## src/hw/rtl/tldhb_pkg.sv

```systemverilog
// Shared constants, command codes, state type and control structs for the
// two-level hint bitmap. No dependencies.
`default_nettype none

package tldhb_pkg;

    // Geometry of the tracked space (region size must be a power of two)
    localparam int NUM_REGIONS   = 16384;
    localparam int REGION_BYTES  = 65536;
    localparam int WORD_W        = 64;
    localparam int BIT_W         = $clog2(WORD_W);
    localparam int REGION_SHIFT  = $clog2(REGION_BYTES);
    localparam int REGION_W      = $clog2(NUM_REGIONS);
    localparam int HINT_WORDS    = (NUM_REGIONS + WORD_W - 1) / WORD_W;
    localparam int SUMMARY_WORDS = (HINT_WORDS + WORD_W - 1) / WORD_W;
    localparam int HINT_IDX_W    = $clog2(HINT_WORDS);
    localparam int SUM_IDX_W     = (SUMMARY_WORDS > 1) ? $clog2(SUMMARY_WORDS) : 1;
    localparam logic [63:0] SPACE_BYTES = 64'(NUM_REGIONS) * 64'(REGION_BYTES);

    // Field widths
    localparam int CMD_W  = 3;
    localparam int ADDR_W = 40;
    localparam int IDX_W  = 14;

    // Stream widths
    localparam int S_TDATA_W = 160;
    localparam int S_TUSER_W = CMD_W;
    localparam int M_TDATA_W = WORD_W;
    localparam int M_TUSER_W = 2;

    typedef enum logic [CMD_W-1:0] {
        CMD_PUBLISH      = 3'd0,
        CMD_CONSUME_SUM  = 3'd1,
        CMD_RESTORE_SUM  = 3'd2,
        CMD_CONSUME_HINT = 3'd3,
        CMD_RESTORE_HINT = 3'd4,
        CMD_QUERY        = 3'd5
    } t_cmd;

    typedef enum logic [2:0] {
        S_IDLE,
        S_EXEC,
        S_RMW,
        S_WALK,
        S_DRAIN,
        S_DONE
    } t_state;

    // Controller to datapath
    typedef struct packed {
        logic load;     // capture the accepted beat
        logic exec;     // summary ops, hint read issue
        logic rmw;      // hint read-modify-write, query evaluate
        logic walk_rd;  // publish walk: read next hint word
        logic push;     // move staged result to the output register
    } t_dp_cmd;

    // Datapath to controller
    typedef struct packed {
        t_cmd cmd;
        logic pub_skip;
        logic walk_last;
        logic out_free;
    } t_dp_stat;

endpackage

`default_nettype wire

```

## src/hw/rtl/tldhb_ctrl.sv

```systemverilog
// Command sequencer for the hint bitmap: one beat at a time through
// exec, read-modify-write or publish walk, then result hand-off. Uses tldhb_pkg.
`default_nettype none

module tldhb_ctrl (
    input  logic                i_clk,
    input  logic                i_rst_n,
    input  logic                i_in_valid,
    output logic                o_in_ready,
    input  tldhb_pkg::t_dp_stat i_stat,
    output tldhb_pkg::t_dp_cmd  o_ctl
);
    import tldhb_pkg::*;

    t_state r_state;
    t_state n_state;

    // State register
    always_ff @(posedge i_clk) begin
        if (!i_rst_n) begin
            r_state <= S_IDLE;
        end else begin
            r_state <= n_state;
        end
    end

    // Next state
    always_comb begin
        n_state = r_state;
        unique case (r_state)
            S_IDLE: begin
                if (i_in_valid) begin
                    n_state = S_EXEC;
                end
            end
            S_EXEC: begin
                unique case (i_stat.cmd) inside
                    CMD_PUBLISH: begin
                        n_state = i_stat.pub_skip ? S_DONE : S_WALK;
                    end
                    CMD_CONSUME_HINT, CMD_RESTORE_HINT, CMD_QUERY: begin
                        n_state = S_RMW;
                    end
                    default: begin
                        n_state = S_DONE;
                    end
                endcase
            end
            S_RMW: begin
                n_state = S_DONE;
            end
            S_WALK: begin
                if (i_stat.walk_last) begin
                    n_state = S_DRAIN;
                end
            end
            S_DRAIN: begin
                n_state = S_DONE;
            end
            S_DONE: begin
                if (i_stat.out_free) begin
                    n_state = S_IDLE;
                end
            end
            default: begin
                n_state = S_IDLE;
            end
        endcase
    end

    // Outputs
    always_comb begin
        o_in_ready    = 1'b0;
        o_ctl         = '0;
        unique case (r_state)
            S_IDLE: begin
                o_in_ready = 1'b1;
                o_ctl.load = i_in_valid;
            end
            S_EXEC: begin
                o_ctl.exec = 1'b1;
            end
            S_RMW: begin
                o_ctl.rmw = 1'b1;
            end
            S_WALK: begin
                o_ctl.walk_rd = 1'b1;
            end
            S_DRAIN: begin
                o_ctl = '0;
            end
            S_DONE: begin
                o_ctl.push = i_stat.out_free;
            end
            default: begin
                o_ctl = '0;
            end
        endcase
    end

endmodule

`default_nettype wire

```

## config.mk

```make
export PLATFORM = sky130hd
export DESIGN_NAME = tldhb_ctrl
export DESIGN_NICKNAME = d
export VERILOG_FILES = /design/src/hw/rtl/tldhb_pkg.sv /design/src/hw/rtl/tldhb_ctrl.sv
export SDC_FILE = /design/constraint.sdc
export NUM_CORES = 1
export LEC_CHECK = 0
export ABC_CLOCK_PERIOD_IN_PS = 1300
export BUFFER_PORTS_ARGS = -buffer_cell sky130_fd_sc_hd__buf_2
export CAP_MARGIN = 0
export CORE_AREA = 8 8 45 47
export CTS_CLUSTER_SIZE = 10
export DETAILED_ROUTE_END_ITERATION = 7
export DIE_AREA = 0 0 53 55
export SETUP_SLACK_MARGIN = 0.5
export SLEW_MARGIN = 20
export SYNTH_ARGS = -nofsm -noshare
export SYNTH_HDL_FRONTEND = slang
export SYNTH_SLANG_ARGS = --single-unit
```

## constraint.sdc

```tcl
create_clock -name i_clk -period 1.3 [get_ports i_clk]
set_clock_uncertainty 0.15 [all_clocks]
set_input_delay 0 -clock i_clk [delete_from_list [all_inputs] [get_ports i_clk]]
set_output_delay 0 -clock i_clk [all_outputs]
set_load 0.02 [all_outputs]
```

==> flow_summary.toml, run 1 <==
[critical_path]
startpoint_type = "flip-flop"
critPathRequiredTime_ps = 1150
crit_path_end_kind = "output pin"
cp_max_fo = 6
cp.arrival_ps = 1070
crit_type = "reg -> out"

[timing]
worstMarginPinSlew_ps = 263
setup_viol = 0
whs_ps = -136
tns_ps = 0
rsz0062_at_grt = "true"
post-route-period-util_pct = 93.8
slew_headroom_pct = 82.2
slew_violations = 0
max_freq_ghz = 0.820
fin_crit_ps = 1220
hold_viol_final = 2

[job]
drv_cap = 0

[yosys]
synth-main-ff-cell = "dfxtp_1"
synth_top_cell_area_share_pct = 21.4
ys.warnings.count = 0
ys_ff_latch = 3
yosysTopAreaCell = "dfxtp_1"
syn_area_per_cell_um2 = 8.24
synth.area.top_cells = "dfxtp_1 (21%), and3b_1 (6.3%), o31a_1 (6.3%), o41ai_2 (5.8%), a21oi_1 (5.4%)"
synth_area_um2 = 280
synth_cell_types = 23
synth_edf_count = 0
ys_seq_area_share_pct = 21.4
syn_nets = 43
synthArstFlopShare_pct = 0
synthCells = 34

[global_routing]
grt_pass1_vias = 359
grt_max_degree = 10
overflow = 0
gr-usage-all-layers_pct = 7.04
antenna_found_initial = 0
grt_pass1_wl_um = 1480

[cts]
h-tree-depth = 1
cts_buffers = 3
clockBufferDepth = 2
clk_latency_ps = 230
cts_tree = "built"
path_clk_slew_ps = 40
clockRootBuffer = "clkbuf_4"
cts_sinks = 3

[floorplanning]
rows = 14
die_w_um = 53
die_y_um = 55
coreArea_mm2 = 0.00138
dieArea_mm2 = 0.00292
ios = 15
start_util_pct = 20.3

[route]
drtPass1Iterations = 4
vias = 348
drt-total-wl_um = 917
ant_nets = 0
detail_route.wl_per_cell_um = 12.7
drt_iter0_markers = 13
drt-vias-per-instance = 4.83
drc = 0

[final_layout]
multi_input_area_um2 = 249
fill_cells = 142
top_regs = "r_state: 3 flops"
area.sequential_um2 = 71.3
final_layout_size_suffix_gt1_share_pct = 64.3
antenna_cells = 0
area_growth_pct = 92.4
largest_register = "r_state"
nNetsFinal = 66
largest_register_ff_count = 3

[placed_design]
io_buffer_count = 14
gp_congestion = 0.734
hpwlAfterDp_um = 627

[pwr]
vdd_ir_drop_max_uv = 392
p_total_uw = 557
p_leak_uw = 0.000245
cellPowerDensity_mw_per_mm2 = 1030

[status]
outcome = "complete, but fails checks"
violations = "hold timing"

[min_path]
hold_class = "in -> reg"
-- stage by stage --
| step | area [µm²] | setup slack, ps | hold WS [ps] | std cells | util (%) |
|---|---|---|---|---|---|
| floorplan | 320 | 46.5 | -22.1 | 34 | - |
| global placement | 407 | 53.7 | 104 | 65 | 29.4 |
| detailed placement | 407 | 29.3 | 105 | 65 | 29.4 |
| CTS | 539 | 77.3 | -148 | 72 | 39.0 |
| global route | 539 | 34.3 | -141 | 72 | 39.0 |
| finish | 539 | 81.2 | -136 | 72 | 39.0 |
-- placed cells by master, fill, tap and decap left out, types with 2 or more instances in the layout --
cell,netlist,routed
buf_2,1,9
buf_6,1,9
a21oi_1,3,3
clkbuf_4,0,3
buf_4,1,3
dfxtp_4,0,3
nand2b_4,0,2
nor2_4,0,2
nand2_1,3,2
o31a_1,2,2
-- routing by layer --
metal | vias up | wire, µm | global-route usage [%]
li1 | 172 | - | -
met1 | 159 | 397 | 7.26
met2 | 15 | 413 | 11.5
met3 | 2 | 80 | 1.87
met4 | 0 | 25 | 6.47
met5 | - | 0 | 0
-- logic make-up after synthesis --
| logic type | Yosys count | share of synthesized area (%) |
|---|---|---|
| AND/OR/NAND/NOR | 15 | 33.0 |
| AO/OA/AOI/OAI | 12 | 35.7 |
| buffers and inverters | 4 | 9.82 |
| flip-flops | 3 | 21.4 |
-- power breakdown --
| group | internal, µW | total (µW) | switching [µW] |
|---|---|---|---|
| clock | 115 | 166 | 50.9 |
| combinational | 142 | 250 | 108 |
| sequential | 108 | 142 | 34.1 |
| total | 364 | 557 | 193 |
-- cell usage after synthesis (all sizes together), types with 2 or more instances --
cell,n
o41ai,2
nand2,3
o31a,2
nor2,3
and3b,2
buf,3
a21oi,3
nand2b,2
dfxtp,3
-- final timing paths --
check | slack [ps] | startpoint | to | cells after the start
worst min-delay path | -140 | i_rst_n | r_state[2] | 2
worst max-delay path | 80 | r_state[1] | o_ctl[1] | 3
worst min register to register | 480 | r_state[2] | r_state[0] | 2
worst max register to register | 90 | r_state[1] | r_state[1] | 5
-- critical path, stage by stage (launching register included) --
cell	delay [ps]
dfxtp_4	410
buf_6	140
and3b_2	180
buf_6	110
-- layout make-up --
class	instances	share of cell area, %
clock buffers	4	4.87
inverters	1	0.696
multi-input cells	27	46.2
repair buffers	21	31.3
flip-flops and latches	3	13.2
well taps	16	3.71
-- timing repair --
| item | CTS | global route |
|---|---|---|
| setup endpoints to repair | 9 | 9 |
| pin swaps | 4 | 0 |
| endpoints found under the hold margin | 3 | 2 |
| resized for setup | 24 | 0 |
| buffers inserted | 3 | 0 |
Power figures use the tool's default switching activity.
==> run 2, diff against run 1 <==
- ABC_AREA: unset -> 1
==> flow_summary.toml, run 2 <==
[floorplanning]
rows = 14
die_y_um = 55
die_w_um = 53
ios = 15
coreArea_mm2 = 0.00138
dieArea_mm2 = 0.00292
start_util_pct = 19.6

[route]
drtPass1Iterations = 3
drt-total-wl_um = 811
ant_nets = 0
vias = 344
drt-vias-per-instance = 4.00
drc = 0
wl_met3_um = 49
met2_length_um = 397
drt-met1-wl_um = 346
drt_iter0_markers = 4
detail_route.wl_per_cell_um = 9.43
top_layer = "met4"

[min_path]
hold_class = "in -> reg"

[yosys]
syn_nets = 56
synthCells = 47
synth_top_cell_area_share_pct = 22.1
synth-main-ff-cell = "dfxtp_1"
synth_fa_ha_area_share_pct = 0
yosys.area_share.simple_pct = 47.9
syn_area_per_cell_um2 = 5.78
ys.warnings.count = 0
synth_area_um2 = 272
ys_seq_area_share_pct = 22.1
synthArstFlopShare_pct = 0
synth_common_cells = "nor2_1 (10), nand2_1 (9), inv_1 (7)"
synth.mux.area_fraction_pct = 0
synth_compound_area_share_pct = 12.0
synth_cell_types = 16
synth.area.top_cells = "dfxtp_1 (22%), nor2_1 (14%), nand2_1 (12%), inv_1 (9.7%), nand3_2 (7.4%)"
synth_most_common_cell = "nor2_1"
synth_edf_count = 0
yosysTopAreaCell = "dfxtp_1"
ys_ff_latch = 3
synth_top_family_by_area = "simple AND/OR/NAND/NOR gates"
synthXorXnorAreaFrac_pct = 0

[final_layout]
area.sequential_um2 = 71.3
largest_register = "r_state"
largest_register_ff_count = 3
final_cell_mix = "nor2_1 (8), buf_2 (8), nand2_1 (7)"
antenna_cells = 0
area_growth_pct = 94.0
top_regs = "r_state: 3 flops"
final_layout_size_suffix_gt1_share_pct = 55.7
nNetsFinal = 80
fill_cells = 161
multi_input_area_um2 = 209

[timing]
slew_headroom_pct = 84.9
hold_viol_final = 2
tns_ps = 0
max_freq_ghz = 0.825
whs_ps = -26.3
slew_violations = 0
post-route-period-util_pct = 93.3
setup_viol = 0
rsz0062_at_grt = "true"
worstMarginPinSlew_ps = 225
fin_crit_ps = 1210

[critical_path]
startpoint_type = "flip-flop"
crit_type = "reg -> out"
crit_path_end_kind = "output pin"
critPathRequiredTime_ps = 1150
cp_max_fo = 8
cp.arrival_ps = 1060

[cts]
cts_tree = "built"
cts_sinks = 3
clk_latency_ps = 240
cts_buffers = 3
clockRootBuffer = "clkbuf_4"
h-tree-depth = 1
path_clk_slew_ps = 40
clockBufferDepth = 2

[global_routing]
overflow = 0
grt_pass1_vias = 333
antenna_found_initial = 0
grt_pass1_wl_um = 1360
gr-usage-all-layers_pct = 6.44
grt_max_degree = 9

[status]
outcome = "complete, but fails checks"
violations = "hold timing"

[placed_design]
gp_congestion = 0.797
hpwlAfterDp_um = 580
io_buffer_count = 14

[pwr]
p_leak_uw = 0.000275
cellPowerDensity_mw_per_mm2 = 1030
vdd_ir_drop_max_uv = 286

[job]
drv_cap = 0
run 2: final cells by class:
class / instances / share of cell area [%]
Clock buffer: 4 / 4.99
Inverter: 10 / 8.55
Multi-Input combinational cell: 33 / 39.7
Sequential cell: 3 / 13.5
Tap cell: 16 / 3.80
Timing Repair Buffer: 20 / 29.5
run 2: per-stage QoR:
stage	area [µm²]	power (µW)	std cells	setup slack (ps)	util, %
4_1_cts	523	547	86	68.8	37.8
2_1_floorplan	315	263	47	79.6	-
3_5_place_dp	394	308	76	42.2	28.5
5_1_grt	527	580	86	36.8	38.1
6_report	527	543	86	87.2	38.1
3_3_place_gp	394	308	76	59.1	28.5
run 2: worst max-delay path, cell delays in order (launching register included):
cell and delay (ps):
dfxtp_4 380, nor4_4 260, buf_4 170
run 2: repair_timing:
item	4_1_cts	5_1_grt
buffers inserted	5	0
pin swaps	6	3
endpoints found under the setup margin	9	9
hold endpoints to repair	3	0
hold buffers	1	0
resized for setup	19	1
run 2: per-layer routing:
metal  vias up  GRT usage, %
met3         2          1.60
met2        11          11.1
met4         0          6.47
li1        192             -
met1       139          6.07
met5         -             0
run 2: worst paths after layout:
| kind | depth (start not counted) | slack, ps | startpoint | endpoint |
|---|---|---|---|---|
| max | 2 | 90 | r_state[1] | o_ctl[0] |
| min | 5 | -30 | i_stat[1] | r_state[1] |
| max reg2reg | 6 | 130 | r_state[2] | r_state[2] |
| min reg2reg | 3 | 490 | r_state[2] | r_state[1] |
run 2: cell families after synthesis:
logic type	Yosys count
and+or+nand+nor	27
buffers and inverters	11
AOI/OAI and AO/OA	6
DFF	3
run 2: power by group:
| part | internal [µW] | leakage [µW] | switching, µW | total, µW |
|---|---|---|---|---|
| Combinational | 114 | 0.000233 | 122 | 236 |
| Sequential | 105 | 0.0000267 | 31.6 | 137 |
| Clock | 115 | 0.0000150 | 55.1 | 171 |
